**src/design/vtce_pkg.sv**
```systemverilog
`timescale 1ns / 1ps
// ----------------------------------------------------------------------------
// vtce_pkg
// shared types and constants for the vector terminal coordinate encoder
// ----------------------------------------------------------------------------
package vtce_pkg;

    localparam int FIELD_W = 12;   // raw coordinate width, signed
    localparam int COORD_W = 10;   // clamped coordinate width, 0..1023
    localparam int PART_W  = 5;    // high and low address parts
    localparam int BYTE_W  = 8;

    // command codes
    localparam logic CMD_DRAW   = 1'b0;
    localparam logic CMD_FORGET = 1'b1;

    // byte codes
    localparam logic [BYTE_W-1:0] SEP_BYTE = 8'd29;
    localparam logic [2:0] HIGH_TAG  = 3'b001;  // 32 + part
    localparam logic [2:0] LOW_Y_TAG = 3'b011;  // 96 + part
    localparam logic [2:0] LOW_X_TAG = 3'b010;  // 64 + part

    // one queued segment, coordinates already clamped
    typedef struct packed {
        logic               sep;
        logic [COORD_W-1:0] from_x;
        logic [COORD_W-1:0] from_y;
        logic [COORD_W-1:0] to_x;
        logic [COORD_W-1:0] to_y;
    } seg_entry_t;

    // back end sequencer phase
    typedef enum logic [1:0] {
        PH_IDLE,
        PH_SEP,
        PH_FROM,
        PH_TO
    } phase_t;

endpackage

```
**src/design/vtce_front.sv**
```systemverilog
`timescale 1ns / 1ps
// ----------------------------------------------------------------------------
// vtce_front
// accepts segment beats, tracks the pen and classifies each draw
// ----------------------------------------------------------------------------
module vtce_front
    import vtce_pkg::*;
(
    input  logic                      clk,
    input  logic                      rst_n,
    input  logic                      seg_valid,
    output logic                      seg_ready,
    input  logic                      command,
    input  logic signed [FIELD_W-1:0] from_x,
    input  logic signed [FIELD_W-1:0] from_y,
    input  logic signed [FIELD_W-1:0] to_x,
    input  logic signed [FIELD_W-1:0] to_y,
    output logic                      push,
    output seg_entry_t                push_entry,
    input  logic                      queue_full
);

    logic [FIELD_W-1:0] pen_x_reg, pen_x_next;
    logic [FIELD_W-1:0] pen_y_reg, pen_y_next;
    logic               pen_known_reg, pen_known_next;
    logic               accept;

    function automatic logic [COORD_W-1:0] clamp_coord(input logic [FIELD_W-1:0] v);
        logic [COORD_W-1:0] r;
        if (v[FIELD_W-1])
            r = '0;
        else if (|v[FIELD_W-2:COORD_W])
            r = '1;
        else
            r = v[COORD_W-1:0];
        return r;
    endfunction

    assign seg_ready = !queue_full;
    assign accept    = seg_valid && seg_ready;

    always_comb
    begin
        pen_x_next     = pen_x_reg;
        pen_y_next     = pen_y_reg;
        pen_known_next = pen_known_reg;
        push           = 1'b0;

        push_entry.sep    = !pen_known_reg || (pen_x_reg != from_x) || (pen_y_reg != from_y);
        push_entry.from_x = clamp_coord(from_x);
        push_entry.from_y = clamp_coord(from_y);
        push_entry.to_x   = clamp_coord(to_x);
        push_entry.to_y   = clamp_coord(to_y);

        if (accept)
        begin
            if (command == CMD_FORGET)
            begin
                pen_known_next = 1'b0;
            end
            else
            begin
                push           = 1'b1;
                pen_x_next     = to_x;
                pen_y_next     = to_y;
                pen_known_next = 1'b1;
            end
        end
    end

    always_ff @(posedge clk or negedge rst_n)
    begin
        if (!rst_n)
        begin
            pen_x_reg     <= '0;
            pen_y_reg     <= '0;
            pen_known_reg <= 1'b0;
        end
        else
        begin
            pen_x_reg     <= pen_x_next;
            pen_y_reg     <= pen_y_next;
            pen_known_reg <= pen_known_next;
        end
    end

endmodule

```
**src/design/vtce_queue.sv**
```systemverilog
`timescale 1ns / 1ps
// ----------------------------------------------------------------------------
// vtce_queue
// short segment queue between front and back
// ----------------------------------------------------------------------------
module vtce_queue
    import vtce_pkg::*;
#(
    parameter int DEPTH = 2
)
(
    input  logic       clk,
    input  logic       rst_n,
    input  logic       push,
    input  seg_entry_t push_entry,
    input  logic       pop,
    output seg_entry_t head_entry,
    output logic       empty,
    output logic       full
);

    localparam int PTR_W = (DEPTH > 1) ? $clog2(DEPTH) : 1;
    localparam int CNT_W = $clog2(DEPTH + 1);

    seg_entry_t         slots_reg [DEPTH];
    logic [PTR_W-1:0]   wr_ptr_reg, wr_ptr_next;
    logic [PTR_W-1:0]   rd_ptr_reg, rd_ptr_next;
    logic [CNT_W-1:0]   count_reg, count_next;
    logic               do_push;
    logic               do_pop;

    function automatic logic [PTR_W-1:0] bump(input logic [PTR_W-1:0] p);
        logic [PTR_W-1:0] r;
        if (p == PTR_W'(DEPTH - 1))
            r = '0;
        else
            r = p + PTR_W'(1);
        return r;
    endfunction

    assign empty      = (count_reg == '0);
    assign full       = (count_reg == CNT_W'(DEPTH));
    assign head_entry = slots_reg[rd_ptr_reg];
    assign do_push    = push && !full;
    assign do_pop     = pop && !empty;

    always_comb
    begin
        wr_ptr_next = do_push ? bump(wr_ptr_reg) : wr_ptr_reg;
        rd_ptr_next = do_pop  ? bump(rd_ptr_reg) : rd_ptr_reg;
        count_next  = count_reg;
        if (do_push && !do_pop)
            count_next = count_reg + CNT_W'(1);
        else if (do_pop && !do_push)
            count_next = count_reg - CNT_W'(1);
    end

    always_ff @(posedge clk)
    begin
        if (do_push)
            slots_reg[wr_ptr_reg] <= push_entry;
    end

    always_ff @(posedge clk or negedge rst_n)
    begin
        if (!rst_n)
        begin
            wr_ptr_reg <= '0;
            rd_ptr_reg <= '0;
            count_reg  <= '0;
        end
        else
        begin
            wr_ptr_reg <= wr_ptr_next;
            rd_ptr_reg <= rd_ptr_next;
            count_reg  <= count_next;
        end
    end

endmodule

```
**src/design/vtce_back.sv**
```systemverilog
`timescale 1ns / 1ps
// ----------------------------------------------------------------------------
// vtce_back
// byte sequencer: separator, start point, end point, one byte per unstalled cycle
// ----------------------------------------------------------------------------
module vtce_back
    import vtce_pkg::*;
(
    input  logic              clk,
    input  logic              rst_n,
    input  seg_entry_t        head_entry,
    input  logic              queue_empty,
    output logic              pop,
    output logic              byte_valid,
    input  logic              byte_ready,
    output logic [BYTE_W-1:0] out_byte,
    output logic              last
);

    phase_t             phase_reg, phase_next;
    seg_entry_t         cur_reg, cur_next;
    logic [3:0]         mask_reg, mask_next;    // bytes still to send: hy, ly, hx, lx
    logic               live_reg, live_next;    // mask_reg holds the current point
    logic [PART_W-1:0]  prev_hy_reg, prev_hy_next;
    logic [PART_W-1:0]  prev_ly_reg, prev_ly_next;
    logic [PART_W-1:0]  prev_hx_reg, prev_hx_next;
    logic               bytes_known_reg, bytes_known_next;
    logic               out_valid_reg, out_valid_next;
    logic [BYTE_W-1:0]  out_byte_reg, out_byte_next;
    logic               last_reg, last_next;

    logic               slot_free;
    logic               emit;
    logic               load;
    logic [COORD_W-1:0] pt_x;
    logic [COORD_W-1:0] pt_y;
    logic [PART_W-1:0]  hy, ly, hx, lx;
    logic [3:0]         fresh;
    logic [3:0]         mask_eff;
    logic [3:0]         pick;
    logic [3:0]         rem;

    assign slot_free  = !out_valid_reg || byte_ready;
    assign emit       = (phase_reg != PH_IDLE) && slot_free;

    assign byte_valid = out_valid_reg;
    assign out_byte   = out_byte_reg;
    assign last       = last_reg;

    always_comb
    begin
        pt_x = (phase_reg == PH_FROM) ? cur_reg.from_x : cur_reg.to_x;
        pt_y = (phase_reg == PH_FROM) ? cur_reg.from_y : cur_reg.to_y;
        hy   = pt_y[COORD_W-1:PART_W];
        ly   = pt_y[PART_W-1:0];
        hx   = pt_x[COORD_W-1:PART_W];
        lx   = pt_x[PART_W-1:0];

        fresh[0] = !bytes_known_reg || (hy != prev_hy_reg);
        fresh[2] = !bytes_known_reg || (hx != prev_hx_reg);
        fresh[1] = !bytes_known_reg || (ly != prev_ly_reg) || fresh[2];
        fresh[3] = 1'b1;

        mask_eff = live_reg ? mask_reg : fresh;
        pick     = mask_eff & (~mask_eff + 4'd1);
        rem      = mask_eff & ~pick;
    end

    always_comb
    begin
        phase_next       = phase_reg;
        cur_next         = cur_reg;
        mask_next        = mask_reg;
        live_next        = live_reg;
        prev_hy_next     = prev_hy_reg;
        prev_ly_next     = prev_ly_reg;
        prev_hx_next     = prev_hx_reg;
        bytes_known_next = bytes_known_reg;
        out_valid_next   = out_valid_reg;
        out_byte_next    = out_byte_reg;
        last_next        = last_reg;
        load             = (phase_reg == PH_IDLE);

        if (slot_free)
            out_valid_next = emit;

        if (emit)
        begin
            last_next = 1'b0;
            unique case (phase_reg)
                PH_SEP:
                begin
                    out_byte_next    = SEP_BYTE;
                    bytes_known_next = 1'b0;
                    live_next        = 1'b0;
                    phase_next       = PH_FROM;
                end
                PH_FROM, PH_TO:
                begin
                    if (pick[0])
                    begin
                        out_byte_next = {HIGH_TAG, hy};
                        prev_hy_next  = hy;
                    end
                    else if (pick[1])
                    begin
                        out_byte_next = {LOW_Y_TAG, ly};
                        prev_ly_next  = ly;
                    end
                    else if (pick[2])
                    begin
                        out_byte_next = {HIGH_TAG, hx};
                        prev_hx_next  = hx;
                    end
                    else
                    begin
                        out_byte_next = {LOW_X_TAG, lx};
                    end

                    if (rem == 4'd0)
                    begin
                        bytes_known_next = 1'b1;
                        live_next        = 1'b0;
                        if (phase_reg == PH_FROM)
                        begin
                            phase_next = PH_TO;
                        end
                        else
                        begin
                            last_next  = 1'b1;
                            phase_next = PH_IDLE;
                            load       = 1'b1;
                        end
                    end
                    else
                    begin
                        mask_next = rem;
                        live_next = 1'b1;
                    end
                end
                default:
                begin
                    phase_next = PH_IDLE;
                end
            endcase
        end

        pop = load && !queue_empty;
        if (pop)
        begin
            cur_next   = head_entry;
            live_next  = 1'b0;
            phase_next = head_entry.sep ? PH_SEP : PH_TO;
        end
    end

    always_ff @(posedge clk or negedge rst_n)
    begin
        if (!rst_n)
        begin
            phase_reg       <= PH_IDLE;
            live_reg        <= 1'b0;
            mask_reg        <= '0;
            prev_hy_reg     <= '0;
            prev_ly_reg     <= '0;
            prev_hx_reg     <= '0;
            bytes_known_reg <= 1'b0;
            out_valid_reg   <= 1'b0;
        end
        else
        begin
            phase_reg       <= phase_next;
            live_reg        <= live_next;
            mask_reg        <= mask_next;
            prev_hy_reg     <= prev_hy_next;
            prev_ly_reg     <= prev_ly_next;
            prev_hx_reg     <= prev_hx_next;
            bytes_known_reg <= bytes_known_next;
            out_valid_reg   <= out_valid_next;
        end
    end

    always_ff @(posedge clk)
    begin
        cur_reg      <= cur_next;
        out_byte_reg <= out_byte_next;
        last_reg     <= last_next;
    end

endmodule

```
**src/design/vector_terminal_coordinate_encoder.sv**
```systemverilog
`timescale 1ns / 1ps
// ----------------------------------------------------------------------------
// vector_terminal_coordinate_encoder
// turns line segments into a vector terminal address byte stream
// ----------------------------------------------------------------------------
//  channel  | handshake             | payload
//  ---------+-----------------------+-----------------------------------------
//  segment  | seg_valid / seg_ready | command, from_x, from_y, to_x, to_y
//  byte     | byte_valid/byte_ready | out_byte, last
//
//  a draw segment gives 1 to 9 byte beats from the back end sequencer, one per
//  cycle while byte_ready is high; separator, start point, end point set its length
//  a forget beat is taken and gives no byte
//  segments are taken back to back while the queue has room, even while a
//  finished byte waits in the output register
//  rst_n clears the pen, the address byte memory, the queue and the output
// ----------------------------------------------------------------------------
module vector_terminal_coordinate_encoder
    import vtce_pkg::*;
#(
    parameter int QUEUE_DEPTH = 2
)
(
    input  logic                      clk,
    input  logic                      rst_n,
    // segment channel
    input  logic                      seg_valid,
    output logic                      seg_ready,
    input  logic                      command,
    input  logic signed [FIELD_W-1:0] from_x,
    input  logic signed [FIELD_W-1:0] from_y,
    input  logic signed [FIELD_W-1:0] to_x,
    input  logic signed [FIELD_W-1:0] to_y,
    // byte channel
    output logic                      byte_valid,
    input  logic                      byte_ready,
    output logic [BYTE_W-1:0]         out_byte,
    output logic                      last
);

    // front to queue
    logic       push;
    seg_entry_t push_entry;
    logic       queue_full;

    // queue to back
    logic       pop;
    seg_entry_t head_entry;
    logic       queue_empty;

    // front: pen tracking against the raw coordinates, clamping, separator decision
    vtce_front u_front (
        .clk        (clk),
        .rst_n      (rst_n),
        .seg_valid  (seg_valid),
        .seg_ready  (seg_ready),
        .command    (command),
        .from_x     (from_x),
        .from_y     (from_y),
        .to_x       (to_x),
        .to_y       (to_y),
        .push       (push),
        .push_entry (push_entry),
        .queue_full (queue_full)
    );

    // decouples segment acceptance from byte output stalls
    vtce_queue #(
        .DEPTH (QUEUE_DEPTH)
    ) u_queue (
        .clk        (clk),
        .rst_n      (rst_n),
        .push       (push),
        .push_entry (push_entry),
        .pop        (pop),
        .head_entry (head_entry),
        .empty      (queue_empty),
        .full       (queue_full)
    );

    // back: address byte memory and the byte sequencer with its output register
    vtce_back u_back (
        .clk         (clk),
        .rst_n       (rst_n),
        .head_entry  (head_entry),
        .queue_empty (queue_empty),
        .pop         (pop),
        .byte_valid  (byte_valid),
        .byte_ready  (byte_ready),
        .out_byte    (out_byte),
        .last        (last)
    );

endmodule

```
**config.mk**
```make
export PLATFORM = sky130hd
export DESIGN_NAME = vector_terminal_coordinate_encoder
export DESIGN_NICKNAME = d
export VERILOG_FILES = /design/src/design/vtce_pkg.sv /design/src/design/vtce_front.sv /design/src/design/vtce_queue.sv /design/src/design/vtce_back.sv /design/src/design/vector_terminal_coordinate_encoder.sv
export SDC_FILE = /design/constraint.sdc
export NUM_CORES = 1
export LEC_CHECK = 0
export ABC_AREA = 1
export BUFFER_PORTS_ARGS = -buffer_cell sky130_fd_sc_hd__buf_4
export CAP_MARGIN = 5
export CORE_UTILIZATION = 35
export CTS_CLUSTER_SIZE = 10
export DETAILED_ROUTE_END_ITERATION = 10
export GPL_TIMING_DRIVEN = 0
export PLACE_DENSITY = 0.55
export RECOVER_POWER = 100
export SLEW_MARGIN = 20
export SYNTH_ARGS = -nofsm -noshare
export SYNTH_HDL_FRONTEND = slang
export SYNTH_SLANG_ARGS = --single-unit
```
**constraint.sdc**
```tcl
create_clock -name clk -period 4.6 [get_ports clk]
set_clock_uncertainty 0.05 [all_clocks]
set_input_delay 0.92 -clock clk [delete_from_list [all_inputs] [get_ports clk]]
set_output_delay 0.92 -clock clk [all_outputs]
set_load 0.01 [all_outputs]
```
==> summary.md <==
| Metric | Value |
|---|---|
| Yosys reg bits | 182 |
| Mapped Nets | 842 |
| Worst EP arrival | 3970 ps |
| Final setup vio count | 0 |
| Dominant cell type by area after synthesis | edfxtp_1 |
| Met1 Use GR | 22.39% |
| Top cells by count, synth | 271 x nand2_1, 130 x edfxtp_1, 82 x inv_1 |
| Critical Path End Type | flop |
| Compound-Gate Fraction of Synth Area | 7.528% |
| Post-synth EDFFs | 130 |
| Sw Ratio | 36.73% |
| Number of diodes | 0 |
| Max stage delay on crit path | 710 ps |
| WP buf/inv | 4 |
| CTS Buf Count | 17 |
| Post-synth ARST share | 28.57% |
| Cts hold-fix bufs | 0 |
| Via count | 5316 |
| Multiplexer share of the synthesized area | 0.2689% |
| Wire per inst | 15.11 µm |
| H-tree depth | 4 |
| Most frequent cell after synthesis | nand2_1 |
| Met3 GRT Util | 3.299% |
| Total gr overflow | 0 |
| Initial antenna violation count | 0 |
| WL final | 17.54 mm |
| Internal power | 3.688 mW |
| Cell mode on critical path | nand2_1 |
| Largest family of logic cells by synthesized area | simple AND/OR/NAND/NOR gates |
| Fin util | 42.08% |
| Antenna Violating Nets Remaining | 0 |
| Dpl ws | 870.9 ps |
| PD cells | 628.9 nW/µm² |
| Root Buffer | clkbuf_16 |
| Fmax | 0.2525 GHz |
| Row count | 54 |
| Leak pwr | 4.007 nW |
| 1st-pass router iterations | 8 |
| CP max FO | 40 |
| Failing checks | DRC, capacitance limit, slew limit |
| CP Class | reg2reg |
| Mapped Cells | 785 |
| CP startpoint kind | flop |
| Synth Area in Adders | 0.6326% |
| Clock Latency Late Sink | 430 ps |
| Design area | 9268 µm² |
| Synth warn | 0 |
| Placer congestion estimate | 0.8443 |
| Busiest layer in global routing | met2 |
| Largest cells by area after synthesis | edfxtp_1 49%, dfrtp_1 16%, nand2_1 13% |
| Port-buffer cells | 62 |
| Placed Area | 8782 µm² |
| Reg power frac | 44.8% |
| Ratio of final minimum period to clock period | 86.11% |
| Switching power total | 2.141 mW |
| Largest net degree at the start of global routing | 53 |
| Post-Synth Simple-Gate Area | 18.85% |
| # DRC | 3 |
| Die area | 23210 µm² |
| Unrepaired setup endpoints after global routing | false |
| Max-cap violation count | 3 |
| Post-CTS Setup Repair Bufs | 0 |
| Core area | 22030 µm² |
| Initial Utilization | 35.92% |
| Mapped Avg Cell Area | 10.08 µm² |
| Final Power | 5.829 mW |
| Die W | 152.3 µm |
| Max-slew violations | 88 |
| Layout cells sized above 1 | 11.58% |
| Sequential fraction of the synthesis area | 65.79% |
| Required time worst endpoint | 4610 ps |
| Comb pwr share | 31.5% |
| Synth-to-layout area growth | 17.14% |
| Post-DP HPWL | 13.02 mm |
| Initial DRC count | 301 |
| Number of global-route vias before repair | 5178 |
| Tot GR Track Use | 15.93% |
| Clock sinks | 182 |
| Clk network pwr share | 23.8% |
| Post-synth cell types | 43 |
| Post-synth top area share | 49.34% |
| Number of flip-flops in the largest register | 82 |
| Worst slew margin | -113.7% |
| DR vias/cell | 4.579 |
| Met2 Use GR | 24.42% |
| Final setup TNS | 0 ps |
| TritonCTS clock tree | done |
| Post_cts resized | 0 |
| Clock tree buffer depth | 2 |
| Main synth FF type | edfxtp_1 |
| Slowest-stage cell, CP | inv_2 |
| Top cell family by delay on the critical path | simple AND/OR/NAND/NOR gates |
| Peak supply drop | 0.0002961 V |
| Final hold vios | 0 |
| Slew @ Worst Pin | 3206 ps |
| I/O pin count | 64 |
| Status | finished with violations |
| Post-Synth XOR/XNOR Area | 1.218% |
| Clk pin slew, worst setup/hold paths | 70 ps |
| Setup WS post-layout | 639.0 ps |
| Fin crit period | 3961 ps |
| First-pass GRT wire length | 28.12 mm |
| Mapped cell area | 7911 µm² |
| Critical path, cell by cell | inv_1 > ha_1 > inv_1 > buf_4 > nand2_1 > nand2_1 > nand2_1 > nand2_1 > nand3_1 > nor2_1 > nand2_1 > nand2_2 > nand3_4 > nand2_1 > nand3_1 > nand2_1 > nand2_1 > nand2_2 > nand2_1 > inv_2 |
| Die height | 152.3 µm |
| Worst hold-check path type | reg2reg |
| Fin nets | 925 |
metrics by stage:
stage	hold slack (ps)	instances
floorplan	395.8	785
global route	456.8	1161
finish	421.1	1161
detailed placement	417.3	1129
CTS	426.7	1161
global placement	410.8	1127
final cells by class:
cell class / instances / area [µm²]
plain buffers: 24 / 125.1
clock buffers: 18 / 429.2
clock inverters: 14 / 132.6
fillers: 2190 / 12760
inverters: 86 / 322.8
multi-input cells: 493 / 2238
flip-flops and latches: 182 / 5205
well taps: 280 / 350.3
repair buffers: 64 / 464.2
placed cells by master (no fill, tap or decap), types with 4 or more instances in the layout:
master / n
nand2_2: 6
o21ai_0: 47
clkbuf_16: 17
nand3_1: 25
inv_6: 5
xnor2_1: 6
xor2_1: 5
buf_4: 49
clkbuf_1: 31
clkbuf_4: 5
ha_1: 4
edfxtp_1: 130
a21oi_1: 41
nand2_1: 275
o22ai_1: 9
nor2_1: 44
inv_1: 82
dfrtp_1: 52
kinds of logic (layout without fill, tap and decap cells):
group	count (synthesis)	in the layout
AND/OR/NAND/NOR	366	366
multiplexers	2	2
flip-flops	182	182
buffers and inverters	110	206
adder cells (fa/ha/maj)	4	4
other	1	1
XOR/XNOR	11	11
AO/OA/AOI/OAI	109	109
power groups by stage:
stage / Sequential (mW) / Clock (mW) / Combinational [mW]
floorplan: 2.60 / 0 / 1.29
global placement: 2.64 / 0 / 1.87
detailed placement: 2.64 / 0 / 1.91
CTS: 2.61 / 1.41 / 1.92
global route: 2.66 / 1.48 / 2.11
finish: 2.61 / 1.38 / 1.83
path summary, 6_finish.rpt:
kind                                 startpoint              endpoint  slack, ps  depth (start not counted)
min in group asynchronous                 rst_n     u_back.byte_valid       1500                          1
hold / removal             u_queue.count_reg[0]  u_queue.count_reg[0]        420                          1
setup reg to reg            u_back.phase_reg[0]    u_back.cur_reg[36]        640                         20
max in group asynchronous                 rst_n  u_front.pen_y_reg[1]       1180                          1
hold reg to reg            u_queue.count_reg[0]  u_queue.count_reg[0]        420                          1
setup / recovery            u_back.phase_reg[0]    u_back.cur_reg[36]        640                         20
layer usage:
layer / part of all wire, % / wire, µm
met1: 49 / 8628
met2: 45 / 7937
met3: 3.9 / 683
met4: 1.6 / 288
met5: 0 / 0
worst reg2reg max path: stages, from the launching register on:
cell and delay, ps:
dfrtp_1 370, inv_1 100, ha_1 250, inv_1 300
buf_4 250, nand2_1 90, nand2_1 130, nand2_1 60
nand2_1 60, nand3_1 70, nor2_1 120, nand2_1 90
nand2_2 110, nand3_4 130, nand2_1 140, nand3_1 100
nand2_1 70, nand2_1 60, nand2_2 70, nand2_1 260
inv_2 710
Note: power is estimated with default switching activity, not from simulation.
